`config.mk`:
```
export PLATFORM = sky130hd
export DESIGN_NAME = ostk_cell
export DESIGN_NICKNAME = d
export VERILOG_FILES = /design/src/rtl/ostk_pkg.sv /design/src/rtl/ostk_cell.sv
export SDC_FILE = /design/constraint.sdc
export NUM_CORES = 1
export LEC_CHECK = 0
export ABC_AREA = 1
export BUFFER_PORTS_ARGS = -buffer_cell sky130_fd_sc_hd__buf_2
export CORE_MARGIN = 4
export CORE_UTILIZATION = 35
export CTS_CLUSTER_DIAMETER = 40
export CTS_CLUSTER_SIZE = 40
export DETAILED_ROUTE_END_ITERATION = 8
export PLACE_DENSITY_LB_ADDON = 0.2
export SLEW_MARGIN = 20
export SYNTH_ARGS = -nofsm -noshare
export SYNTH_HDL_FRONTEND = slang
export SYNTH_SLANG_ARGS = --single-unit
```
`constraint.sdc`:
```
create_clock -name clk_i -period 2.2 [get_ports clk_i]
set_input_delay 0.44 -clock clk_i [delete_from_list [all_inputs] [get_ports clk_i]]
set_output_delay 0.44 -clock clk_i [all_outputs]
set_load 0.1 [all_outputs]
```
`src/rtl/ostk_pkg.sv`:
```
// Shared types and constants for the operand stack.
// Used by ostk_cell, ostk_ctrl and operand_stack_32_64.
`default_nettype none
package ostk_pkg;

  localparam int STACK_WORDS = 256;
  localparam int WORD_W      = 32;
  localparam int VALUE_W     = 2 * WORD_W;
  localparam int CNT_W       = $clog2(STACK_WORDS + 1);
  localparam int HELD_W      = 9;
  localparam int REQ_W       = 3;
  localparam int STATUS_W    = 2;
  localparam int OUT_DATA_W  = 80;

  typedef enum logic [REQ_W-1:0] {
    REQ_PUSH32 = 3'd0,
    REQ_PUSH64 = 3'd1,
    REQ_POP32  = 3'd2,
    REQ_POP64  = 3'd3,
    REQ_PEEK32 = 3'd4,
    REQ_PEEK64 = 3'd5
  } req_e;

  typedef enum logic [STATUS_W-1:0] {
    ST_OK    = 2'd0,
    ST_UNDER = 2'd1,
    ST_OVER  = 2'd2
  } status_e;

  typedef enum logic [2:0] {
    SH_HOLD,
    SH_DN1,
    SH_DN2,
    SH_UP1,
    SH_UP2
  } shift_e;

  typedef struct packed {
    logic [VALUE_W-1:0] read_value;
    status_e            status;
    logic [HELD_W-1:0]  words_held;
  } result_t;

endpackage
`default_nettype wire

```
`src/rtl/ostk_cell.sv`:
```
// One word cell of the stack chain; takes a neighbor's word, or the pushed word at the top, on a shift.
// Depends on ostk_pkg.
`default_nettype none
module ostk_cell
  import ostk_pkg::*;
(
  input  wire logic              clk_i,
  input  wire shift_e            op_i,
  input  wire logic [WORD_W-1:0] dn1_i,
  input  wire logic [WORD_W-1:0] dn2_i,
  input  wire logic [WORD_W-1:0] up1_i,
  input  wire logic [WORD_W-1:0] up2_i,
  output logic      [WORD_W-1:0] word_o
);

  logic [WORD_W-1:0] word_q;
  logic [WORD_W-1:0] word_d;

  always_comb begin
    case (op_i)
      SH_DN1:  word_d = dn1_i;
      SH_DN2:  word_d = dn2_i;
      SH_UP1:  word_d = up1_i;
      SH_UP2:  word_d = up2_i;
      default: word_d = word_q;
    endcase
  end

  always_ff @(posedge clk_i) begin
    word_q <= word_d;
  end

  assign word_o = word_q;

endmodule
`default_nettype wire

```
Word level (Yosys, flattened, before mapping)
Index checks and enable logic that the tools add are counted.
W data, S select, Z words.
Operators by class
  equal/unequal tests: 4
  mux-type cells: 1
  reductions and logical operators: 1
Operators by type and width (count)
  $pmux W32 S4: 1
  $eq A3 B2 Y1 const B: 2
  $reduce_bool A4 Y1: 1
  $eq A3 B1 Y1 const B: 1
  $eq A3 B3 Y1 const B: 1
Storage, ports and cells
  bits in registers: 32
  bits of input ports: 132
  output and inout bits: 32

Longest topological paths before layout
Gate-level depths: netlist of run 1.
  depth in word-level cells: 2
  gate-level depth with buffers: 7
  depth with buffers taken out: 5

Least setup slack after synthesis of run 1
Ideal clock, no wire load.
  path type: input to register
  start: in op_i[1]
  end: reg word_q[0], in the netlist word_o[0] (enable)
  library setup time: 0.389 ns
  arrival: 1.664 ns
  setup slack: 0.147 ns
  stages: 5
  path buffers: 2
  cell sequence: buf_4 nor2_8 nand2_2 buf_6 nand2_1
Between the ends
  word-level cells in the longest chain between the ends: 2
RTL lines
  start, declared: line ostk_cell.sv:8  | input wire shift_e op_i,
  $eq A3 B3 Y1 (tied with other cells): line ostk_cell.sv:20  | case (op_i)
  $reduce_bool A4 Y1 (no line) (*)
  end signal, assigned: line ostk_cell.sv:30  | word_q <= word_d;
  end, declared: line ostk_cell.sv:16  | logic [WORD_W-1:0] word_q;
Every way passes the cells marked *; elsewhere a longest branch is shown, timed or not.
A chain may end at the register's enable or synchronous reset.

Worst setup path in the final report of run 1
  start: in op_i[2]
  end: reg word_q[17], in the netlist word_o[17], data pin
Between the ends
  word-level cells in the longest chain between the ends: 2
RTL lines
  $eq A3 B3 Y1 (tied with other cells): line ostk_cell.sv:20
  $pmux W32 S4 (*): line ostk_cell.sv:20
  via word_d[17]: line ostk_cell.sv:17  | logic [WORD_W-1:0] word_d;
The timed path passes the listed nets; every way through them passes the cells marked *.

==> run summary, run 1 <==
Synthesis inferred 32 register bits. Setup violations remaining at the end of the flow were counted as 0. The category of the critical setup timing path is input pin to flop. The worst endpoint required time is 2.25 ns. STA classifies the critical path startpoint as an input pin. The die is roughly 90 microns wide. The max-slew violation count is 0.

The number of cells upsized or downsized after cts came out at 0. Summing the areas of all compound-gate instances in the mapped netlist gives 0.2112% of the synthesized area. The number of global-route vias before repair is 2648. The sequential share of power is 35.1%. The clock transition at the registers of the reported paths is around 0.070 ns. The overall die area came out at around 8000 sq um. The global-route wire length before repair is 12.83 mm.

The fraction of layout cells with a size suffix above 1 is 41.09%. Routed signal wires occupy layers up through met4. After detailed placement, the total cell area comes to 3169 sq um. The number of sinks on the clock net is 32. The transition time at the pin with the least slew margin is between 0.5 and 0.6 ns. Global routing finished with a remaining overflow of 0. The post-DP HPWL came out at between 6 and 7 mm. Multiplexer cells account for 0% of the synthesized area.

The tool flagged a number of max-cap violations equal to 0. The static leakage came out at between 1.5 and 2 nW. The post-synthesis simple-gate area fraction is 45.67%. In this run the remaining antenna-violating nets after routing total 0.

The via total after detailed routing came out at 2683. Counting along the longest clock path gives a buffer depth of 2. At the end of routability-driven placement, the weighted congestion stood at around 0.84. After Yosys synthesis, full adders, half adders and majority gates account for 0% of the synthesized area.

Synthesis produced a netlist with a net count of 454. The worst-case headroom to the max-slew limit came out at between 60% and 70%. The number of vias per cell is roughly 4.8. The wire length on met3 is approximately 800 microns.

The largest driver fanout on the critical path is 32. The post-layout net count is between 600 and 700. The worst endpoint data arrival time came out at approximately 1.6 ns. The gate count after technology mapping is 322.

The count of standard-cell rows came out at 29. In this run the mean area of a mapped cell was 7.360 sq um. The total of hold buffers inserted after clock tree synthesis is 0. The number of clock buffers added by TritonCTS is 5.

The number of antenna violations at the first check in global routing is 0. The share of total power dissipated in the clock network is 20.3%. Timing analysis after detailed placement gives a worst setup slack of 0.3208 ns. Power spread over the standard cell area amounts to 689.7 nW/um^2. In this run the standard cell core region covers 6459 sq um. The buffer type at the clock tree root is sky130_fd_sc_hd__clkbuf_8. The total negative slack for setup checks is 0 ns.

Summed over all nets, wire length on met2 after detailed routing comes to 3.849 mm. Summed over all layers, the routed wires come to 8.113 mm. The total inserted antenna cells is 0.

The final count of hold timing violations is 0. Summed over all nets, the switching power comes to ~1.1 mW. The run finished with clean final reports. The minimum clock period after layout is roughly 1.6 ns. Across the VDD grid, the largest voltage drop is 0.3031 mV. The first-pass detailed-route iteration total is 4. The count of cell types in the netlist came out at 15.

After detailed routing, the number of remaining DRC violations is 0. Dividing the detail-routed wire length by the instance count gives 14.64 microns. The worst min-delay path class is input pin to flop. The count of routing violations after the opening detailed-route iteration came out at 105. Summing all non-filler instances in the final layout gives an area of 3252 sq um. Input and output buffers added on the ports amount to ~160.

The slack of the critical path came out at about 0.62 ns. The pin count of the biggest net entering global routing came out at 33. In this run switching power makes up 47.01% of total power.

The all-layer global routing usage is 19.50%. By area, the combinational part of the netlist is dominated by simple AND/OR/NAND/NOR gates. The overall die height came out at 90.29 microns.

The initial cell density of the core came out at between 30 and 40%. The number of warnings reported in the yosys synthesis log is 0. Once layout is complete, the utilization of the core stands at between 50% and 60%. TritonCTS built the clock tree. After synthesis the cells add up to about 2400 sq um. The upper clock frequency limit is 0.6341 GHz.

The maximum level of the CTS H-tree is 2. The met1 wire length came out at roughly 3.4 mm. Setup repair after global routing left no endpoint under its margin. Buffers added to address setup during post-CTS repair amount to 0. The number of placed I/O pins is 164.

After Yosys synthesis, XOR and XNOR cells account for 0% of the synthesized area. The share of power burned in combinational logic is between 40 and 50%. The worst setup path is captured at a flop. The cell internal power dissipation is 1.188 mW. Summing the sequential cell areas from Yosys gives 40.55% of the chip area. The area growth from synthesis to layout is 37.22%. The final cycle utilization of the critical path came out at 71.68%. The register with the most flip-flops in the layout has 32 of them.
[synth_stat cells]
cell | count | area (sq um)
sky130_fd_sc_hd__nand2_1 | 65 | 244.0
sky130_fd_sc_hd__nand3_1 | 64 | 320.3
sky130_fd_sc_hd__nor2_1 | 54 | 202.7
sky130_fd_sc_hd__edfxtp_1 | 32 | 960.9
sky130_fd_sc_hd__inv_1 | 32 | 120.1
sky130_fd_sc_hd__nand4_1 | 32 | 200.2
sky130_fd_sc_hd__buf_2 | 15 | 75.07
sky130_fd_sc_hd__nor2_2 | 10 | 62.56
sky130_fd_sc_hd__buf_6 | 8 | 90.09
sky130_fd_sc_hd__buf_4 | 4 | 30.03
sky130_fd_sc_hd__nand2_2 | 2 | 12.51
sky130_fd_sc_hd__inv_4 | 1 | 6.260
sky130_fd_sc_hd__nand3b_4 | 1 | 20.02
sky130_fd_sc_hd__nor2_8 | 1 | 20.02
sky130_fd_sc_hd__o21ai_0 | 1 | 5.000
[power groups by stage]
stage	Sequential, mW	Combinational (mW)	Clock [mW]
after floorplan	1.37	0.201	0
after global placement	0.800	0.996	0
after detailed placement	0.801	1.00	0
after CTS	0.789	1.00	0.468
after global routing	0.795	1.05	0.503
final	0.788	0.999	0.456
[worst max-delay path: stages]
cell                       delay [ns]
sky130_fd_sc_hd__buf_2           0.31
sky130_fd_sc_hd__inv_4           0.18
sky130_fd_sc_hd__nand3b_4        0.40
sky130_fd_sc_hd__nor2_1          0.07
sky130_fd_sc_hd__nor2_1          0.12
sky130_fd_sc_hd__nand2_1         0.06
[path summary, 6_finish.rpt]
check / depth (start not counted) / from / endpoint / slack, ns
worst max-delay path: 6 / op_i[2] / word_o[17]$_DFFE_PP_ / 0.62
worst min-delay path: 3 / dn1_i[28] / word_o[28]$_DFFE_PP_ / 0.45
[metrics by stage]
step                power, mW  hold slack [ns]  std cells
finish                  2.243           0.4459        554
global route            2.351           0.4392        554
CTS                     2.260           0.4397        554
detailed placement      1.802           0.7417        546
global placement        1.796           0.7391        546
floorplan               1.576           0.6534        322
[per-layer routing]
metal,GRT usage (%),up-vias
li1,-,1379
met1,23.58,1171
met2,33.42,126
met3,6.500,7
met4,4.719,0
met5,0,-
[logic make-up (layout without fill, tap and decap cells)]
kind of cell / after synthesis / count (layout)
flops: 32 / 32
buf+inv: 60 / 215
compound gates: 1 / 1
simple gates: 229 / 229
[layout by cell type, fill, tap and decap left out, types with 2 or more instances in the layout]
cell type	instances
sky130_fd_sc_hd__buf_2	163
sky130_fd_sc_hd__buf_4	11
sky130_fd_sc_hd__clkbuf_8	5
sky130_fd_sc_hd__clkinv_2	2
sky130_fd_sc_hd__edfxtp_1	32
sky130_fd_sc_hd__inv_1	32
sky130_fd_sc_hd__nand2_1	65
sky130_fd_sc_hd__nand2_2	2
sky130_fd_sc_hd__nand3_1	64
sky130_fd_sc_hd__nand4_1	32
sky130_fd_sc_hd__nor2_1	54
sky130_fd_sc_hd__nor2_2	10
[cell type report]
class                      instances  area, sq um
clock inverter                     3        13.76
tap                               77        96.34
timing repair buffer             174        898.4
clock buffer                       5        68.82
sequential                        32        960.9
inverter                          33        126.4
multi-input combinational        230         1087
fill                             708         3207
No activity file was read; power rests on OpenSTA's default activity.
==> run 2, diff against run 1 <==
==> constraint.sdc (replaced) <==
create_clock -name clk_i -period 1.51 [get_ports clk_i]
set_input_delay 0.302 -clock clk_i [delete_from_list [all_inputs] [get_ports clk_i]]
set_output_delay 0.302 -clock clk_i [all_outputs]
set_load 0.1 [all_outputs]
==> run 2 against run 1 <==
Design area grew 3.0%. Critical path type is now flop to primary output. Via count rose by 3.6%. Sequential power is 46% higher. Worst setup slack worse by 0.47 ns. Combinational power rose by 49%. First-iteration DRC count grew 17%. Count of clock-buffer cells in the layout is the same. Core utilization up 1.5 points. Critical path depth is 5 lower. Routed wire length increased by 0.11%. Worst hold slack worse by 0.12 ns.
==> run summary, run 2 (synthesis results as in run 1) <==
The slack of the critical path came out at 0.1545 ns (-0.4685 ns). The final count of hold timing violations is 0 (unchanged). The post-CTS repair timing setup buffer count came to 0 (unchanged). The maximum level of the CTS H-tree came out at 2 (unchanged). The aggregate global routing overflow is 0 (unchanged). The instance count along the most critical hold path is 3 (unchanged). The register cell area after layout came out at 960.9 sq um (unchanged). The post-place instance area came to 3272 sq um (+3.2%). The portion of total power attributed to the clock network came out at 18.4% (-1.9 points). The overall power consumption is 3.232 mW (+44%). The number of vias per cell came to 4.971 (+2.7%). The number of global-route vias before repair was 2743 (+3.6%).

The path class of the tightest hold or removal check is input pin to flop. The total negative slack for setup checks came out at 0 ns (unchanged). The flip-flop count of the largest register, all copies and words added came to 32 (unchanged). The transition time at the pin with the least slew margin is 0.5147 ns (+0.01272 ns). The fraction of power spent switching nets is 45.88% (-1.1 points). The met1 wire length is 3.382 mm (+0.21%). The overall die area is 8151 sq um (unchanged). The cell with the biggest individual delay on the critical path is sky130_fd_sc_hd__buf_2. The number of cells upsized or downsized after cts came out at 0 (unchanged). The worst hold-check slack came out at 0.3265 ns (-0.1194 ns).

The clock transition at the registers of the reported paths is 0.07 ns (about the same). STA classifies the critical path endpoint as a primary output. The longest individual stage delay on the worst path is 0.43 ns (+0.03 ns). The number of placed I/O pins is 164 (unchanged). The setup path with the least slack is of type flop to primary output. The maximum resistive drop on vdd came out at 0.3151 mV (+4.0%).

The all-layer global routing usage came out at 19.51% (about the same). The cell internal power dissipation came to 1.749 mW (+47%). The flow ran to the end, and the final reports show no timing, DRC or antenna violations. The fraction of layout cells with a size suffix above 1 is 41.70% (+0.61 points). The cell depth of the worst setup path is 1 (-5).

TritonCTS built the clock tree. The average detailed-routed wire length per instance came to 14.53 microns (-0.78%). The post-DP HPWL is 6.195 mm (+2.3%).

The worst endpoint data arrival time came out at 1.05 ns (-0.57 ns). The number of sinks on the clock net is 32 (unchanged). The count of routing violations after the opening detailed-route iteration is 123 (+17%). The critical path goes through buf_2. The pin count of the biggest net entering global routing came out at 33 (unchanged). For the finished layout, the period the worst path requires is around 1.4 ns. The wire length on met2 is 3.903 mm (+1.4%). The DRC violation count after routing is 0 (unchanged). The post-route cell area is 3348 sq um (+3.0%). The total of max-cap violations was 0 (unchanged).

The overall die height is 90.29 microns (unchanged). The initial cell density of the core is 36.69% (unchanged). The total of buffers placed on input and output ports came out at 163 (unchanged). The sequential share of power is 35.6% (+0.5 points). The area of the multi-input gates is 1095 sq um (+0.69%). The net switching power came out at 1.483 mW (+41%). The maximum buffer depth of the clock tree came to 2 (unchanged).

The total inserted antenna cells came out at 0 (unchanged). The total of hold buffers inserted after clock tree synthesis came to 0 (unchanged). The worst setup path startpoint is word_o[23]$_DFFE_PP_. The buffer type at the clock tree root is sky130_fd_sc_hd__clkbuf_8. The global-route wire length before repair is 13.03 mm (+1.5%). The setup slack after placement is 0.1376 ns (-0.1832 ns). The final setup violation count came out at 0 (unchanged). The count of standard-cell rows is 29 (unchanged).

The number of antenna violations at the first check in global routing came out at 0 (unchanged). The number of cells in the design after placement is 552 (+1.1%). The max-slew violation count is 0 (unchanged). The area growth from synthesis to final layout is 41.29%. The chip width is 90.29 microns (unchanged). The upper clock frequency limit is around 0.74 GHz. The post-route core utilization came to 51.84% (+1.5 points). The global placer's final weighted congestion came out at 0.8217 (-1.7%).

The post-layout net count was 614 (+0.99%). The worst-case headroom to the max-slew limit is 65.92% (-0.84 points). The via total after detailed routing is 2779 (+3.6%). Dividing the final minimum period by the clock period gives 89.77%.

Setup repair after global routing left no endpoint under its margin. The wire length on met3 came to 723 microns (-9.1%). Routed signal wires occupy layers up through met4. The largest driver fanout on the critical path came out at 1 (-97%). The number of inserted filler cells in the final layout is 666 (-5.9%). The aggregate routed wire length came out at 8.122 mm (+0.11%). The critical path's top delay family is buffers and inverters.

The start point of the worst hold path is dn1_i[31]. The residual antenna-violating net count after detailed routing came to 0 (unchanged). The number of standard cells in the layout, taps in and fillers out was 559 (+0.90%). The buffering stage count on the worst path with inverters included came to 1 (-1). The share of power burned in combinational logic was 46.0% (+1.5 points). The nature of the critical path startpoint is a flop. The worst endpoint required time is 1.21 ns (-1.04 ns).

The most common library cell in the layout ignoring fill and taps is sky130_fd_sc_hd__buf_2. The first-pass detailed-route iteration total came to 5 (+1). In the layout the commonest cells are sky130_fd_sc_hd__buf_2 (163), sky130_fd_sc_hd__nand3_1 (64), sky130_fd_sc_hd__nand2_1 (64). The total clock buffers created by CTS is 5 (unchanged). The static leakage came out at 1.890 nW (+2.4%). The power density of the placed cells is 965.4 nW/um^2 (+40%). The area of the placeable core is 6459 sq um (unchanged).
[run 2: changes by cell type in the layout (fill, tap and decap cells not counted), sizes merged]
cell | previous run | this run
buf | 174 | 180
clkinv | 3 | 2
[run 2: layer usage]
| layer | vias to the layer above | global-route usage, % |
|---|---|---|
| met5 | - | 0 |
| li1 | 1392 | - |
| met1 | 1245 | 23.98 |
| met3 | 6 | 5.417 |
| met2 | 136 | 33.23 |
| met4 | 0 | 5.867 |
[run 2: area by class of cell]
type                    count  area share (%)
multi-input cells         230           32.70
repair buffers            180           29.67
flip-flops and latches     32           28.70
inverters                  33           3.774
well taps                  77           2.877
clock buffers               5           2.055
clock inverters             2          0.2242
[run 2: path summary, 6_finish.rpt]
path / end / slack [ns]
worst max-delay path: word_o[23] / 0.15
worst min-delay path: word_o[31]$_DFFE_PP_ / 0.33
[run 2: power groups by stage]
stage	Sequential [mW]	Combinational, mW	Clock (mW)
finish	1.15	1.49	0.593
global route	1.16	1.57	0.661
CTS	1.15	1.49	0.617
detailed placement	1.17	1.49	0
global placement	1.17	1.49	0
floorplan	2.00	0.296	0
==> run 3, diff against run 2 <==
==> constraint.sdc (replaced) <==
create_clock -name clk_i -period 1.5 [get_ports clk_i]
set_input_delay 0.3 -clock clk_i [delete_from_list [all_inputs] [get_ports clk_i]]
set_output_delay 0.3 -clock clk_i [all_outputs]
set_load 0.1 [all_outputs]
==> run 3 against run 2 <==
Routed wire length down 0.48%. Sequential power hardly changed. Largest cell class unchanged. Design area did not move.
==> run summary, run 3 (synthesis results as in run 1) <==
The buffer type at the clock tree root is sky130_fd_sc_hd__clkbuf_8. The number of sinks on the clock net is 32 (unchanged). The average detailed-routed wire length per instance was 14.46 microns (-0.48%).

The worst hold-check slack came out at 0.3210 ns (-0.005530 ns). The total clock buffers created by CTS was 5 (unchanged). The pin count of the biggest net entering global routing is 33 (unchanged). The via total after detailed routing came out at 2772 (-0.25%).

The met3 usage in global routing came out at 5.667% (+0.25 points). The worst path needs 1.351 ns of the cycle, external delays included. The total negative slack for setup checks is 0 ns (unchanged). The count of standard-cell rows came to 29 (unchanged). The overall die height is 90.29 microns (unchanged).

The chip width is 90.29 microns (unchanged). The number of vias per cell is 4.959 (-0.25%). The DRC violation count after routing came out at 0 (unchanged).

The count of routing violations after the opening detailed-route iteration came to 83 (-33%). The final count of hold timing violations came out at 0 (unchanged). The worst endpoint data arrival time came out at 1.05 ns (about the same). The number of antenna violations at the first check in global routing came to 0 (unchanged). The global-route track usage on met1 was 23.83% (-0.16 points).

The worst min-delay path class is input pin to flop. The post-DP HPWL came out at 6.198 mm (about the same). The critical path in this run is classified as flop to primary output. The aggregate global routing overflow came out at 0 (unchanged). The post-place instance area was 3272 sq um (unchanged). The worst setup path is launched from a flop. The area growth from synthesis to final layout came out at 41.29% (unchanged). The area of the placeable core is 6459 sq um (unchanged). The signal on the critical path passes through buf_2. The overall die area was 8151 sq um (unchanged). The worst endpoint required time is 1.20 ns (about the same).

In the layout the commonest cells are sky130_fd_sc_hd__buf_2 (163), sky130_fd_sc_hd__nand3_1 (64), sky130_fd_sc_hd__nand2_1 (64). The aggregate routed wire length came out at 8.083 mm (-0.48%). The worst setup path is captured at a primary output.

The post-layout net count is 614 (unchanged). The longest individual stage delay on the worst path came to 0.43 ns (about the same). The post-CTS repair timing setup buffer count is 0 (unchanged). The clock transition at the registers of the reported paths came to 0.07 ns (about the same). The global placer's final weighted congestion is 0.8218 (about the same). The final cycle utilization of the critical path is 90.10%. The number of placed I/O pins was 164 (unchanged).

The total of buffers placed on input and output ports is 163 (unchanged). The library cell used most frequently in the layout, excluding fill and tap cells, is sky130_fd_sc_hd__buf_2. The post-route core utilization came out at 51.84% (unchanged).

The fraction of layout cells with a size suffix above 1 came out at 41.70% (unchanged). The final setup violation count came to 0 (unchanged). The fraction of met2 tracks used by global routing is 32.61% (-0.62 points). The static leakage came out at 1.890 nW (unchanged).

The maximum level of the CTS H-tree was 2 (unchanged). The total inserted antenna cells came out at 0 (unchanged). The total of hold buffers inserted after clock tree synthesis is 0 (unchanged).

The number of standard cells in the layout, taps in and fillers out came out at 559 (unchanged). The number of global-route vias before repair came to 2746 (+0.11%). The worst-case headroom to the max-slew limit came out at 66.01% (+0.088 points). The total of max-cap violations came out at 0 (unchanged). The max-slew violation count is 0 (unchanged).

TritonCTS built the clock tree. Based on the critical path, the design can be clocked at up to approximately 0.74 GHz. The residual antenna-violating net count after detailed routing is 0 (unchanged). The transition time at the pin with the least slew margin came to 0.5133 ns (-0.001327 ns). On the critical path the largest part of the delay comes from buffers and inverters.

The busiest layer in global routing is met2. The maximum buffer depth of the clock tree is 2 (unchanged). The first-pass detailed-route iteration total is 4 (-1). The post-route cell area came out at 3348 sq um (unchanged). The number of cells in the design after placement is 552 (unchanged). The power density of the placed cells is 973.6 nW/um^2 (+0.86%).

Setup repair after global routing left no endpoint under its margin. The global-route wire length before repair is 12.94 mm (-0.64%). The buffering stage count on the worst path with inverters included came to 1 (unchanged).

The largest driver fanout on the critical path came out at 1 (unchanged). The all-layer global routing usage is 19.40% (-0.11 points). The flip-flop count of the largest register, all copies and words added came out at 32 (unchanged). The initial cell density of the core came to 36.69% (unchanged).

The number of cells upsized or downsized after cts is 0 (unchanged). The flow ran to the end, and the final reports show no timing, DRC or antenna violations. The slowest stage of the critical path belongs to the cell sky130_fd_sc_hd__buf_2. The maximum resistive drop on vdd is 0.3598 mV (+14%).
==> run 3: cell counts in the layout (fill, tap and decap cells not counted) <==
Identical to the previous run, type by type.
==> run 3: routing by layer <==
metal / up-vias / part of all wire, %
li1: 1395 / -
met4: 0 / 1.8
met3: 10 / 9.0
met2: 137 / 47
met5: - / 0
met1: 1230 / 42
==> run 3: through the flow <==
stage / worst slack, ns / total power, mW
floorplan: 0.02471 / 2.313
global placement: 0.1537 / 2.675
detailed placement: 0.1285 / 2.683
CTS: 0.1269 / 3.289
global route: 0.1028 / 3.410
finish: 0.1485 / 3.260
==> run 3: layout make-up <==
class                   count  area, sq um
clock buffers               5        68.82
clock inverters             2        7.507
fillers                   665         3110
inverters                  33        126.4
multi-input cells         230         1095
flip-flops and latches     32        960.9
well taps                  77        96.34
repair buffers            180        993.5
==> run 3: worst paths after layout <==
kind	startpoint	to	slack, ns	depth (start not counted)
max	word_o[23]$_DFFE_PP_	word_o[23]	0.15	1
min	dn1_i[31]	word_o[31]$_DFFE_PP_	0.32	3
==> run 3: power by group <==
group / internal [mW] / total [mW] / switching, mW / leakage [nW]
registers: 1.13 / 1.16 / 0.0315 / 0.309
clock network: 0.306 / 0.603 / 0.297 / 0.0391
logic: 0.327 / 1.50 / 1.17 / 1.54
