===== config.mk =====
export PLATFORM = sky130hd
export DESIGN_NAME = ostk_ctrl
export DESIGN_NICKNAME = d
export VERILOG_FILES = /design/src/rtl/ostk_pkg.sv /design/src/rtl/ostk_ctrl.sv
export SDC_FILE = /design/constraint.sdc
export NUM_CORES = 1
export LEC_CHECK = 0
export BUFFER_PORTS_ARGS = -buffer_cell sky130_fd_sc_hd__buf_2
export CAP_MARGIN = 0
export CORE_ASPECT_RATIO = 1.4
export CORE_MARGIN = 4
export CORE_UTILIZATION = 45
export CTS_CLUSTER_SIZE = 20
export DETAILED_ROUTE_END_ITERATION = 8
export PLACE_DENSITY = 0.87
export SETUP_SLACK_MARGIN = 0.05
export SYNTH_ARGS = -nofsm -noshare
export SYNTH_HDL_FRONTEND = slang
export SYNTH_SLANG_ARGS = --single-unit

===== constraint.sdc =====
create_clock -name clk_i -period 7.6 [get_ports clk_i]
set_input_delay 0.38 -clock clk_i [delete_from_list [all_inputs] [get_ports clk_i]]
set_output_delay 0.38 -clock clk_i [all_outputs]
set_load 0.05 [all_outputs]

===== src/rtl/ostk_pkg.sv =====
// Shared types and constants for the operand stack.
// Used by ostk_cell, ostk_ctrl and operand_stack_32_64.
`default_nettype none
package ostk_pkg;

  localparam int STACK_WORDS = 256;
  localparam int WORD_W      = 32;
  localparam int VALUE_W     = 2 * WORD_W;
  localparam int CNT_W       = $clog2(STACK_WORDS + 1);
  localparam int HELD_W      = 9;
  localparam int REQ_W       = 3;
  localparam int STATUS_W    = 2;
  localparam int OUT_DATA_W  = 80;

  typedef enum logic [REQ_W-1:0] {
    REQ_PUSH32 = 3'd0,
    REQ_PUSH64 = 3'd1,
    REQ_POP32  = 3'd2,
    REQ_POP64  = 3'd3,
    REQ_PEEK32 = 3'd4,
    REQ_PEEK64 = 3'd5
  } req_e;

  typedef enum logic [STATUS_W-1:0] {
    ST_OK    = 2'd0,
    ST_UNDER = 2'd1,
    ST_OVER  = 2'd2
  } status_e;

  typedef enum logic [2:0] {
    SH_HOLD,
    SH_DN1,
    SH_DN2,
    SH_UP1,
    SH_UP2
  } shift_e;

  typedef struct packed {
    logic [VALUE_W-1:0] read_value;
    status_e            status;
    logic [HELD_W-1:0]  words_held;
  } result_t;

endpackage
`default_nettype wire


===== src/rtl/ostk_ctrl.sv =====
// Request decode, word count and result formation for the operand stack.
// Depends on ostk_pkg.
`default_nettype none
module ostk_ctrl
  import ostk_pkg::*;
(
  input  wire logic              clk_i,
  input  wire logic              rst_ni,
  input  wire logic              fire_i,
  input  wire logic [REQ_W-1:0]  req_type_i,
  input  wire logic [WORD_W-1:0] top0_i,
  input  wire logic [WORD_W-1:0] top1_i,
  output shift_e                 op_o,
  output result_t                res_o
);

  logic [CNT_W-1:0]        cnt_q;
  logic [CNT_W-1:0]        cnt_d;
  logic [CNT_W-1:0]        cnt_nx;
  shift_e                  op_nx;
  logic [VALUE_W-1:0]      rv;
  status_e                 st;
  logic [CNT_W+HELD_W-1:0] held_ext;

  localparam logic [CNT_W-1:0] FULL1 = CNT_W'(STACK_WORDS - 1);
  localparam logic [CNT_W-1:0] FULL2 = CNT_W'(STACK_WORDS - 2);
  localparam logic [CNT_W-1:0] ONE   = CNT_W'(1);
  localparam logic [CNT_W-1:0] TWO   = CNT_W'(2);

  always_comb begin
    op_nx  = SH_HOLD;
    cnt_nx = cnt_q;
    rv     = '0;
    st     = ST_OK;
    case (req_e'(req_type_i))
      REQ_PUSH32: begin
        if (cnt_q > FULL1) begin
          st = ST_OVER;
        end else begin
          op_nx  = SH_DN1;
          cnt_nx = cnt_q + ONE;
        end
      end
      REQ_PUSH64: begin
        if (cnt_q > FULL2) begin
          st = ST_OVER;
        end else begin
          op_nx  = SH_DN2;
          cnt_nx = cnt_q + TWO;
        end
      end
      REQ_POP32, REQ_PEEK32: begin
        if (cnt_q < ONE) begin
          st = ST_UNDER;
        end else begin
          rv = {{WORD_W{top0_i[WORD_W-1]}}, top0_i};
          if (req_e'(req_type_i) == REQ_POP32) begin
            op_nx  = SH_UP1;
            cnt_nx = cnt_q - ONE;
          end
        end
      end
      REQ_POP64, REQ_PEEK64: begin
        if (cnt_q < TWO) begin
          st = ST_UNDER;
        end else begin
          rv = {top1_i, top0_i};
          if (req_e'(req_type_i) == REQ_POP64) begin
            op_nx  = SH_UP2;
            cnt_nx = cnt_q - TWO;
          end
        end
      end
      default: begin
        op_nx = SH_HOLD;
      end
    endcase
  end

  assign op_o  = fire_i ? op_nx : SH_HOLD;
  assign cnt_d = fire_i ? cnt_nx : cnt_q;

  always_ff @(posedge clk_i or negedge rst_ni) begin
    if (!rst_ni) begin
      cnt_q <= '0;
    end else begin
      cnt_q <= cnt_d;
    end
  end

  assign held_ext = {{HELD_W{1'b0}}, cnt_nx};

  assign res_o.read_value = rv;
  assign res_o.status     = st;
  assign res_o.words_held = held_ext[HELD_W-1:0];

endmodule
`default_nettype wire

==> Yosys cells after proc, flatten, opt, wreduce, memory -nomap -nowiden <==
Cells that the tools add are included.
Widths: inputs -> output; s select.
{ "totals": {"output_inout_bits": 78, "elab_cells": 40, "in_bits": 70, "regBits": 9} }
{ "op_classes": {"n_lt_le_gt_ge": 4, "eq_ne": 5, "addsub": 4, "mux": 23, "n_reduce_logical": 3} }
{ "op_table": {"columns": ["op", "count"], "rows": [
  ["$mux 64", 2],
  ["$pmux 64 s2", 1],
  ["$mux 9", 6],
  ["$pmux 9 s4", 1],
  ["$gt 9x8->1 const B", 2],
  ["$pmux 3 s4", 1],
  ["$mux 2", 5],
  ["$add 9x1->9 const B", 1],
  ["$add 9x2->9 const B", 1],
  ["$lt 9x1->1 const B", 1],
  ["$lt 9x2->1 const B", 1],
  ["$mux 3", 3],
  ["$sub 9x1->9 const B", 1],
  ["$sub 9x2->9 const B", 1],
  ["$pmux 2 s4", 1],
  ["$eq 3x2->1 const B", 2],
  ["$eq 3x3->1 const B", 2],
  ["$reduce_or 2->1", 2],
  ["$eq 3x1->1 const B", 1],
  ["$logic_not 3->1", 1],
  ["$mux 1", 3]
]} }

==> Logic depth before layout (Yosys ltp) <==
Gate-level depths: netlist (run 1).
{ "logic_depth": {"depth_word": 5, "depth_mapped": 10, "ltp_nobuf": 9} }

==> Least setup slack after synthesis (run 1) <==
No wires, ideal clock.
{ "synth_path": {"path_type": "register -> output", "from": "register cnt_q[6]", "to": "output res_o[4] (netlist name)", "stages_incl_launch_ff": 11, "path_slack_ns": 4.400, "path_buffers": 1, "t_required_ns": 7.220, "arrival_time_ns": 2.820, "path_cell_list": "dfrtp_1 > clkbuf_1 > and3_1 > and3_1 > ha_1 > nand4b_1 > o211ai_1 > o21ai_0 > and3_1 > o211a_1 > a21oi_1"} }
{ "synth_rtl": {"columns": ["element", "line", "rtl"], "rows": [
  ["start, declared", "ostk_ctrl.sv:17", "logic [CNT_W-1:0] cnt_q;"],
  ["start signal, assigned", "ostk_ctrl.sv:87", "cnt_q <= cnt_d;"],
  ["end, declared", "ostk_ctrl.sv:14", "output result_t res_o"]
]} }

==> results of run 1 <==
## cell families (layout without fill, tap and decap cells)
family / count (synthesis) / in the layout / synth area share (%)
AOI/OAI and AO/OA: 107 / 107 / 38.5
xor gates and xnor gates: 2 / 2 / 0.854
adders and majority gates: 7 / 7 / 4.27
buffers and inverters: 34 / 161 / 7.50
DFF: 9 / 9 / 11.0
muxes: 2 / 2 / 1.04
and+or+nand+nor: 137 / 137 / 36.9
## path summary, 6_finish.rpt
path / startpoint / to / depth (start not counted)
max: cnt_q[1]$_DFFE_PN0P_ / res_o[29] / 8
min: fire_i / cnt_q[1]$_DFFE_PN0P_ / 2
max reg2reg: cnt_q[7]$_DFFE_PN0P_ / cnt_q[1]$_DFFE_PN0P_ / 9
min reg2reg: cnt_q[6]$_DFFE_PN0P_ / cnt_q[6]$_DFFE_PN0P_ / 2
max in group asynchronous: rst_ni / cnt_q[3]$_DFFE_PN0P_ / 2
min in group asynchronous: rst_ni / cnt_q[4]$_DFFE_PN0P_ / 2
## layout by cell type (no fill, tap or decap), drive strengths merged, types with 3 or more instances in the layout
master and count:
a21o 35, and2 32, o31ai 3, ha 7
nand3b 4, a211oi 7, a31oi 3, clkbuf 4
nand3 9, dfrtp 9, o211ai 3, inv 8
buf 148, and3 8, o311ai 3, o21ai 19
nor3b 3, nand2b 5, nand4 3, nand2 27
nor2 20, nor3 11, a21oi 15
## synthesized netlist by cell type (2+ instances only)
| cell type | instances | share of area [%] |
|---|---|---|
| o22ai_1 | 2 | 0.61 |
| inv_1 | 8 | 1.5 |
| or3_1 | 2 | 0.61 |
| nand4_1 | 3 | 0.91 |
| ha_1 | 7 | 4.3 |
| a21oi_1 | 15 | 3.7 |
| a211oi_1 | 5 | 1.8 |
| nand3_1 | 9 | 2.2 |
| buf_6 | 3 | 1.6 |
| o31ai_1 | 2 | 0.73 |
| a21o_1 | 35 | 13 |
| clkbuf_1 | 19 | 3.5 |
| buf_2 | 3 | 0.73 |
| nand3b_1 | 4 | 1.5 |
| o311ai_0 | 2 | 0.85 |
| o211ai_1 | 3 | 1.1 |
| o21ai_1 | 3 | 0.73 |
| nor3b_1 | 2 | 0.73 |
| and4_1 | 2 | 0.85 |
| nand2_1 | 27 | 4.9 |
| nor3_1 | 11 | 2.7 |
| and3_1 | 8 | 2.4 |
| a211oi_2 | 2 | 1.2 |
| nor2_1 | 20 | 3.7 |
| nand4b_1 | 2 | 0.85 |
| and2_1 | 32 | 9.8 |
| a31oi_1 | 3 | 0.91 |
| xnor2_1 | 2 | 0.85 |
| dfrtp_1 | 9 | 11 |
| o21ai_0 | 16 | 3.9 |
| nand2b_1 | 5 | 1.5 |
## area by class of cell
type	count	area, um^2
tap	60	75.1
multi-input combinational	255	1680
sequential	9	225
timing repair buffer	149	753
inverter	8	30.0
clock buffer	4	45.0
fill	418	1500
## metal layers
metal	up-vias	wire, um	GRT usage, %	part of all wire, %
li1	1343	-	-	-
met1	1276	3400	38.5	37
met2	210	4660	58.1	50
met3	30	851	5.91	9.2
met4	0	343	12.1	3.7
met5	-	0	0	0
## power groups by stage
stage	clock network, mW	registers, mW	logic, mW
after CTS	0.0594	0.123	0.661
after floorplan	0	0.0775	0.546
final	0.0580	0.127	0.665
after detailed placement	0	0.124	0.658
after global placement	0	0.124	0.657
after global routing	0.0614	0.132	0.706
## stage by stage
step                      instance area [um^2]  power [mW]  hold WS [ns]
after floorplan                           2050       0.623        0.0844
after global placement                    2750       0.782         0.246
after detailed placement                  2750       0.782         0.246
after CTS                                 2810       0.844         0.369
after global routing                      2810       0.899         0.386
final                                     2810       0.850         0.372
==> impl_results.md, run 1 <==
* Post-placement setup slack at 4.30 ns
* Status: finished clean
* Clock latency on the worst-skew pair at 0.24 ns
* Largest net degree at the start of global routing at 38
* Post-Route Utilization at 65.2%
* Slew @ Worst Pin at 1.06 ns
* Post-route ant nets at 0
* Static Leak at 1.67 nW
* Synth Warn # at 0
* Post-synth EDFFs at 0
* Vias per cell at 5.89
* Crit-path cells: inv_1 > ha_1 > nor3b_1 > a211oi_4 > buf_4 > a21o_1 > and2_1 > buf_2
* Initial antenna violation count at 0
* Port Buffer Count at 147
* Gr usage total at 32.5%
* Final Max Tran Viols at 0
* Biggest regs: cnt_q: 9 flops
* Vias post-DR at 2859
* Site Rows at 28
* Placer Congestion at 1.05
* Seq/Total Area, Yosys at 11.0%
* Sequential fraction of design power at 15.0%
* RSZ-0062 raised after global routing: no
* CTS tree: built
* Critical path buffer and inverter count at 3
* VDD IR-drop max at 220 uV
* Post-CTS Hold Buffers at 1
* First-pass GRT wire length at 14.4 mm
* DR pass1 iterations at 5
* Antenna Diode Count at 0
* Final WS setup at 3.96 ns
* Max reg flops at 9
* Sw Ratio at 66.6%
* Vias in the first global route at 2839
* Ys async rst share at 100%
* Cell family with most CP delay: buffers and inverters
* Setup TNS at 0 ns
* Synth unique cells at 63
* FMAX at 275 MHz
* Final setup vio count at 0
* H-tree Lvls at 1
* Slew HR at 29.5%
* Commonest register cell after synthesis: dfrtp_1
* Post-cts resize count at 0
* Reg with most FFs: cnt_q
* Layout cell share with drive strength beyond 1 at 38.6%
* Clock power share at 6.8%
* Clock tree buffer depth at 2
* Hold Crit Class: in -> reg
* Total die area at 5720 um^2
* Detailed Place HPWL at 7.53 mm
* Clock Skew at 0.00472 ns
* Max incr delay on CP at 0.61 ns
* Fin. Hold Viols at 0
* Crit start category: flop
* Internal power at 0.284 mW
* Req. time, crit path at 7.22 ns
* Root buffer cell: clkbuf_8
* Die Width at 65.1 um
* Net Switching at 0.566 mW
* Grt total ovfl at 0
* Io pins at 148
* Mapped Area at 2050 um^2
* Post-synthesis net count at 375
* Synth Area per Inst at 6.89 um^2
* Final min period at 3.64 ns
* Post-route DRC violation count at 0
* DRT iter0 DRCs at 265
* Sink Count at 9
* Number of max-cap violations at 0
* Clk slew on worst S/H paths at 0.05 ns
* CTS Buf Count at 3
* CP endpoint kind: output port
* Initial Util at 47.6%
* Final wirelength at 9.26 mm
* Setup slack, reg-to-reg at 4.72 ns
* Layout Area Growth over Synthesis at 36.9%
* Post-CTS Setup Bufs at 0
* Final period utilization at 47.9%
* Placed cell count at 480
* Slowest CP cell: dfrtp_1
* Combinational share of power at 78.2%
* Core ar. at 4310 um^2
* Fin nets at 503
* Data arrival time of the critical path at 3.26 ns
* Synth Instances at 298
* Finished Layout Cells at 485
* WS Path Type: reg -> out
* Die Y at 87.9 um
* CP max FO at 37
* Yosys reg bits at 9
* PwrDens at 303 nW/um^2
* WL/cell at 19.1 um
No activity file was read; power rests on OpenSTA's default activity.
==> run 2: changes to the inputs <==
Settings changed: CORE_UTILIZATION 45 to 42, PLACE_DENSITY 0.87 to 0.82.
Clock period 7.6 ns to 3.63 ns, I/O delays scaled along.
==> run 2 against run 1 <==
Clock skew is 0.0038 ns higher. Sequential power is 29% higher. Combinational power is 130% higher. Critical path depth is 1 lower. Count of clock-buffer cells in the layout stayed put. Via count is 2.7% higher. Final cell count is 2.1% higher. Clock power is 110% higher. Power is 110% higher. Critical path type unchanged. Critical endpoint is now res_o[47]. Largest power group unchanged.
==> impl_results.md, run 2 (synthesis results as in run 1) <==
* Root buffer cell: clkbuf_8 (unchanged)
* Leading cell type in the layout, fill and taps excluded: buf_2 (unchanged)
* Initial antenna violation count at 1 (was 0)
* Req. time, crit path at 3.45 ns (was 7.22 ns)
* Sink Count at 9 (unchanged)
* Port Buffer Count at 147 (unchanged)
* Slew HR at 32.2% (was 29.5%)
* Post-route ant nets at 0 (unchanged)
* Area occupied by multi-input gates at 1680 um^2 (unchanged)
* Max incr delay on CP at 0.51 ns (was 0.61 ns)
* Static Leak at 1.72 nW (was 1.67 nW)
* Io pins at 148 (unchanged)
* Met3 GRT Util at 7.47% (was 5.91%)
* Fin. Hold Viols at 0 (unchanged)
* Grt met1 use at 34.7% (was 38.5%)
* Core ar. at 4640 um^2 (was 4310 um^2)
* Setup TNS at 0 ns (unchanged)
* H-tree Lvls at 1 (unchanged)
* PwrDens at 633 nW/um^2 (was 303 nW/um^2)
* FMAX at 313 MHz
* Global Route met2 Usage at 48.7% (was 58.1%)
* WS Path Type: reg -> out (unchanged)
* Biggest regs: cnt_q: 9 flops (unchanged)
* Post-Route Utilization at 61.8% (was 65.2%)
* Critical path buffer and inverter count at 2 (was 3)
* CTS Buf Count at 3 (unchanged)
* Crit-path cells: inv_1 > ha_1 > or3b_1 > or3_1 > and3_1 > a21o_1 > buf_2 (was inv_1 > ha_1 > nor3b_1 > a211oi_4 > buf_4 > a21o_1 > and2_1 > buf_2)
* Largest net degree at the start of global routing at 33 (was 38)
* Total die area at 6080 um^2 (was 5720 um^2)
* Clock latency on the worst-skew pair at 0.24 ns (about the same)
* Status: finished clean (unchanged)
* CTS tree: built (unchanged)
* Final wirelength at 9.07 mm (was 9.26 mm)
* Die Width at 67.1 um (was 65.1 um)
* Data arrival time of the critical path at 3.02 ns (was 3.26 ns)
* Gr usage total at 29.3% (was 32.5%)
* Post-route DRC violation count at 0 (unchanged)
* Site Rows at 29 (was 28)
* Vias post-DR at 2935 (was 2859)
* Layout cell share with drive strength beyond 1 at 39.7% (was 38.6%)
* Clock Skew at 0.00854 ns (was 0.00472 ns)
* Clock tree buffer depth at 2 (unchanged)
* Die Y at 90.7 um (was 87.9 um)
* Placer Congestion at 1.11 (was 1.05)
* Reg with most FFs: cnt_q (unchanged)
* DRT iter0 DRCs at 341 (was 265)
* WL/cell at 18.3 um (was 19.1 um)
* Instance count on the critical path at 7 (was 8)
* Worst Setup SP: cnt_q[1]$_DFFE_PN0P_ (unchanged)
* Slew @ Worst Pin at 1.02 ns (was 1.06 ns)
* Fin nets at 511 (was 503)
* Slowest CP cell: and3_1 (was dfrtp_1)
* Hold Crit Class: in -> reg (unchanged)
* Min-Delay Path Depth at 2 (unchanged)
* Final min period at 3.20 ns
* CP max FO at 32 (was 37)
* HP Start: fire_i (unchanged)
* Setup slack, reg-to-reg at 0.90 ns (was 4.72 ns)
* Antenna Diode Count at 0 (unchanged)
* Most frequent cells in the layout: 147 x buf_2, 35 x a21o_1, 32 x and2_1 (unchanged)
* Final Max Tran Viols at 0 (unchanged)
* Initial Util at 44.2% (was 47.6%)
* Gr busiest metal: met2 (unchanged)
* R2R depth at 8 (was 9)
* CP endpoint kind: output port (unchanged)
* Reg area at 225 um^2 (unchanged)
* Final period utilization at 88.1%
* VDD IR-drop max at 525 uV (was 220 uV)
* Vias per cell at 5.93 (was 5.89)
* RSZ-0062 raised after global routing: no (unchanged)
* Crit start category: flop (unchanged)
* Reg2Reg Launch Point: cnt_q[1]$_DFFE_PN0P_ (was cnt_q[7]$_DFFE_PN0P_)
* Final setup vio count at 0 (unchanged)
* Crit Reg-Reg Endpoint: cnt_q[7]$_DFFE_PN0P_ (was cnt_q[1]$_DFFE_PN0P_)
* Detailed Place HPWL at 7.36 mm (was 7.53 mm)
* Clk slew on worst S/H paths at 0.05 ns (about the same)
* Max reg flops at 9 (unchanged)
* Number of max-cap violations at 0 (unchanged)
* Grt total ovfl at 0 (unchanged)
* First-pass GRT wire length at 13.9 mm (was 14.4 mm)
* WHS Endpoint: cnt_q[1]$_DFFE_PN0P_ (unchanged)
* Layout fillers at 476 (was 418)
* DR pass1 iterations at 5 (unchanged)
* Vias in the first global route at 2785 (was 2839)
* Layout Area Growth over Synthesis at 39.9% (was 36.9%)
* Cell family with most CP delay: simple AND/OR/NAND/NOR gates (was buffers and inverters)
run 2: layer usage:
metal / share of wire (%) / vias to the layer above / wire length (um)
li1: - / 1354 / -
met5: 0.099 / - / 9
met2: 48 / 207 / 4360
met4: 4.9 / 2 / 445
met3: 11 / 49 / 965
met1: 36 / 1323 / 3280
run 2: how the worst max path moves through the flow:
stage,end,slack [ns]
floorplan,res_o[4],0.63
global placement,res_o[72],0.77
detailed placement,res_o[47],0.71
CTS,res_o[47],0.44
global route,res_o[1],0.22
finish,res_o[47],0.43
run 2: through the flow:
| step | power [mW] | hold slack (ns) | cell area [um^2] | std cells | worst slack (ns) |
|---|---|---|---|---|---|
| global route | 1.92 | 0.176 | 2870 | 495 | 0.222 |
| global placement | 1.66 | 0.0469 | 2820 | 490 | 0.773 |
| finish | 1.82 | 0.184 | 2870 | 495 | 0.432 |
| floorplan | 1.31 | -0.114 | 2050 | 298 | 0.629 |
| CTS | 1.80 | 0.177 | 2870 | 495 | 0.437 |
| detailed placement | 1.68 | 0.0499 | 2820 | 490 | 0.713 |
run 2: layout make-up:
type                       count  share of cell area [%]
inverter                       8                    1.05
multi-input combinational    255                    58.5
sequential                     9                    7.84
tap                           62                    2.70
clock buffer                   4                    1.57
timing repair buffer         157                    28.3
run 2: power breakdown:
group / internal (mW) / total (mW) / switching, mW
registers: 0.133 / 0.164 / 0.0311
clock network: 0.0769 / 0.121 / 0.0443
logic: 0.421 / 1.53 / 1.11
run 2: repair_timing:
action,CTS,global route
endpoints found under the hold margin,9,0
setup buffers,0,0
hold buffers,1,0
setup endpoints to repair,0,0
gates resized for setup,0,0
run 2: worst reg2reg max path, cell delays in order (launching register included):
cell and delay, ns:
dfrtp_1 0.50, inv_1 0.17, ha_1 0.26, or3b_1 0.47, o31ai_2 0.54, nor4_1 0.13
or2_1 0.25, o21a_1 0.11, o22a_1 0.18
==> run 3: changes to the inputs <==
==> constraint.sdc (replaced) <==
create_clock -name clk_i -period 3.63 [get_ports clk_i]
set_input_delay 0.5445 -clock clk_i [delete_from_list [all_inputs] [get_ports clk_i]]
set_output_delay 0.5445 -clock clk_i [all_outputs]
set_load 0.05 [all_outputs]
==> run 3 against run 2 <==
Power about the same. Clock power decreased by 5%. Non-clock buffer count is the same. Maximum frequency down 7.7%. Clock skew shrank 0.0081 ns. First-iteration DRC count shrank 9.4%. Design area rose by 0.39%. Sequential share of layout area rose by 0.056 points. Sequential power up 33%. Critical endpoint is now res_o[3]. Register-to-register slack better by 0.08 ns. Flip-flop and latch count did not move.
==> impl_results.md, run 3 (synthesis results as in run 1) <==
* Status: finished clean (unchanged)
* Post-placement setup slack at 0.332 ns (was 0.713 ns)
* Final Max Tran Viols at 0 (unchanged)
* Slew @ Worst Pin at 0.884 ns (was 1.02 ns)
* Static Leak at 1.71 nW (was 1.72 nW)
* Vias in the first global route at 2813 (was 2785)
* Layout fillers at 473 (was 476)
* Setup TNS at 0 ns (unchanged)
* Final WS setup at 0.164 ns (was 0.432 ns)
* FMAX at 288 MHz (was 313 MHz)
* Slowest CP cell: o31ai_2 (was and3_1)
* Max reg flops at 9 (unchanged)
* Initial antenna violation count at 1 (unchanged)
* PwrDens at 630 nW/um^2 (was 633 nW/um^2)
* CTS tree: built (unchanged)
* Final min period at 3.47 ns (was 3.20 ns)
* Layout Area Growth over Synthesis at 40.5% (was 39.9%)
* Sw Ratio at 65.0% (was 65.3%)
* RSZ-0062 raised after global routing: yes (was no)
* Reg area at 228 um^2 (was 225 um^2)
* Core ar. at 4640 um^2 (unchanged)
* Post-route ant nets at 0 (unchanged)
* Clk slew on worst S/H paths at 0.04 ns (was 0.05 ns)
* Die Width at 67.1 um (unchanged)
* Crit-path cells: inv_1 > ha_2 > or3b_1 > o31ai_2 > nor2_1 > o2bb2ai_1 > a211oi_1 > a21oi_1 > buf_2 (was inv_1 > ha_1 > or3b_1 > or3_1 > and3_1 > a21o_1 > buf_2)
* Final wirelength at 8.90 mm (was 9.07 mm)
* Req. time, crit path at 3.09 ns (was 3.45 ns)
* Post-cts resize count at 0 (unchanged)
* CTS Buf Count at 3 (unchanged)
* Cell family with most CP delay: compound AO/OA/AOI/OAI gates (was simple AND/OR/NAND/NOR gates)
* H-tree Lvls at 1 (unchanged)
* Post-CTS Hold Buffers at 0 (was 1)
* Vias post-DR at 2942 (was 2935)
* Clock tree buffer depth at 2 (unchanged)
* Area occupied by multi-input gates at 1690 um^2 (was 1680 um^2)
* Site Rows at 29 (unchanged)
* Clock Skew at 0.000458 ns (was 0.00854 ns)
* Combinational share of power at 81.6% (was 84.3%)
* Final period utilization at 95.5% (was 88.1%)
* Sequential fraction of design power at 12.0% (was 9.0%)
* Fin. Hold Viols at 0 (unchanged)
* Antenna Diode Count at 0 (unchanged)
* WL/cell at 18.0 um (was 18.3 um)
* R2R depth at 9 (was 8)
* Fin nets at 511 (unchanged)
* Io pins at 148 (unchanged)
* Post-CTS Setup Bufs at 0 (unchanged)
* Max incr delay on CP at 0.51 ns (about the same)
* Data arrival time of the critical path at 2.92 ns (was 3.02 ns)
* Worst Setup SP: cnt_q[1]$_DFFE_PN0P_ (unchanged)
* Power Total at 1.82 mW (about the same)
* Root buffer cell: clkbuf_8 (unchanged)
* Port Buffer Count at 147 (unchanged)
* Die Y at 90.7 um (unchanged)
* Net Switching at 1.18 mW (was 1.19 mW)
* Critical path buffer and inverter count at 2 (unchanged)
* Clock latency on the worst-skew pair at 0.23 ns (was 0.24 ns)
* Total die area at 6080 um^2 (unchanged)
* Clock power share at 6.4% (was 6.7%)
* Slew HR at 41.1% (was 32.2%)
* Vias per cell at 5.94 (was 5.93)
* Placer Congestion at 1.13 (was 1.11)
* Largest net degree at the start of global routing at 33 (unchanged)
* CP max FO at 11 (was 32)
* DRT iter0 DRCs at 309 (was 341)
* Leading cell type in the layout, fill and taps excluded: buf_2 (unchanged)
* Hold Slack at 0.162 ns (was 0.184 ns)
* Most frequent cells in the layout: 147 x buf_2, 34 x a21o_1, 32 x and2_1 (was 147 x buf_2, 35 x a21o_1, 32 x and2_1)
* Setup slack, reg-to-reg at 0.98 ns (was 0.90 ns)
* Layout cell share with drive strength beyond 1 at 41.3% (was 39.7%)
* Gr usage total at 28.9% (was 29.3%)
* Internal power at 0.635 mW (was 0.631 mW)
* First-pass GRT wire length at 13.9 mm (about the same)
* Instance count on the critical path at 9 (was 7)
* DP Area at 2820 um^2 (about the same)
* Number of max-cap violations at 0 (unchanged)
* CP endpoint kind: output port (unchanged)
* Final setup vio count at 0 (unchanged)
* Initial Util at 44.2% (unchanged)
* Grt total ovfl at 0 (unchanged)
* Fin area at 2880 um^2 (was 2870 um^2)
* WS Path Type: reg -> out (unchanged)
* Crit start category: flop (unchanged)
* Reg2Reg Launch Point: cnt_q[5]$_DFFE_PN0P_ (was cnt_q[1]$_DFFE_PN0P_)
* VDD IR-drop max at 474 uV (was 525 uV)
* Hold Crit Class: in -> async (was in -> reg)
* DR pass1 iterations at 6 (was 5)
* Detailed Place HPWL at 7.24 mm (was 7.36 mm)
* Sink Count at 9 (unchanged)
* Reg with most FFs: cnt_q (unchanged)
* Post-route DRC violation count at 0 (unchanged)
* Biggest regs: cnt_q: 9 flops (unchanged)
## run 3: power by group through the flow
stage	Clock [mW]	Combinational, mW	Sequential (mW)
2_1_floorplan	0	1.14	0.162
3_3_place_gp	0	1.45	0.210
3_5_place_dp	0	1.46	0.213
4_1_cts	0.118	1.47	0.212
5_1_grt	0.123	1.57	0.224
6_report	0.115	1.48	0.218
## run 3: path summary, 6_finish.rpt
kind / end
worst max-delay path: res_o[3]
worst max register to register: cnt_q[1]$_DFFE_PN0P_
max in group asynchronous: cnt_q[2]$_DFFE_PN0P_
worst min-delay path: cnt_q[7]$_DFFE_PN0P_
worst min register to register: cnt_q[2]$_DFFE_PN0P_
min in group clk_i: cnt_q[1]$_DFFE_PN0P_
## run 3: final cells by class
class / count / share of cell area, %
Timing Repair Buffer: 157 / 28.1
Clock buffer: 4 / 1.56
Inverter: 8 / 1.04
Tap cell: 62 / 2.69
Multi-Input combinational cell: 255 / 58.7
Sequential cell: 9 / 7.90
## run 3: through the flow
stage	utilization (%)	std cells
floorplan	-	298
global placement	60.8	491
detailed placement	60.8	491
CTS	61.8	495
global route	62.1	495
finish	62.1	495
## run 3: per-layer routing
metal  vias up  GRT usage, %  part of all wire (%)  routed length (um)
li1       1358             -                     -                   -
met1      1298          35.4                    36                3210
met2       244          46.2                    47                4140
met3        40          7.35                    13                1130
met4         2          12.9                   4.6                 406
met5         -             0                 0.079                   7
## run 3: worst register-to-register path, delay by kind of cell, from the launching register on
| kind | cells | cell delay, ns |
|---|---|---|
| AO/OA/AOI/OAI | 2 | 0.40 |
| flip-flops | 1 | 0.52 |
| multiplexers | 1 | 0.29 |
| AND/OR/NAND/NOR | 5 | 1.16 |
| adder cells (fa/ha/maj) | 1 | 0.19 |
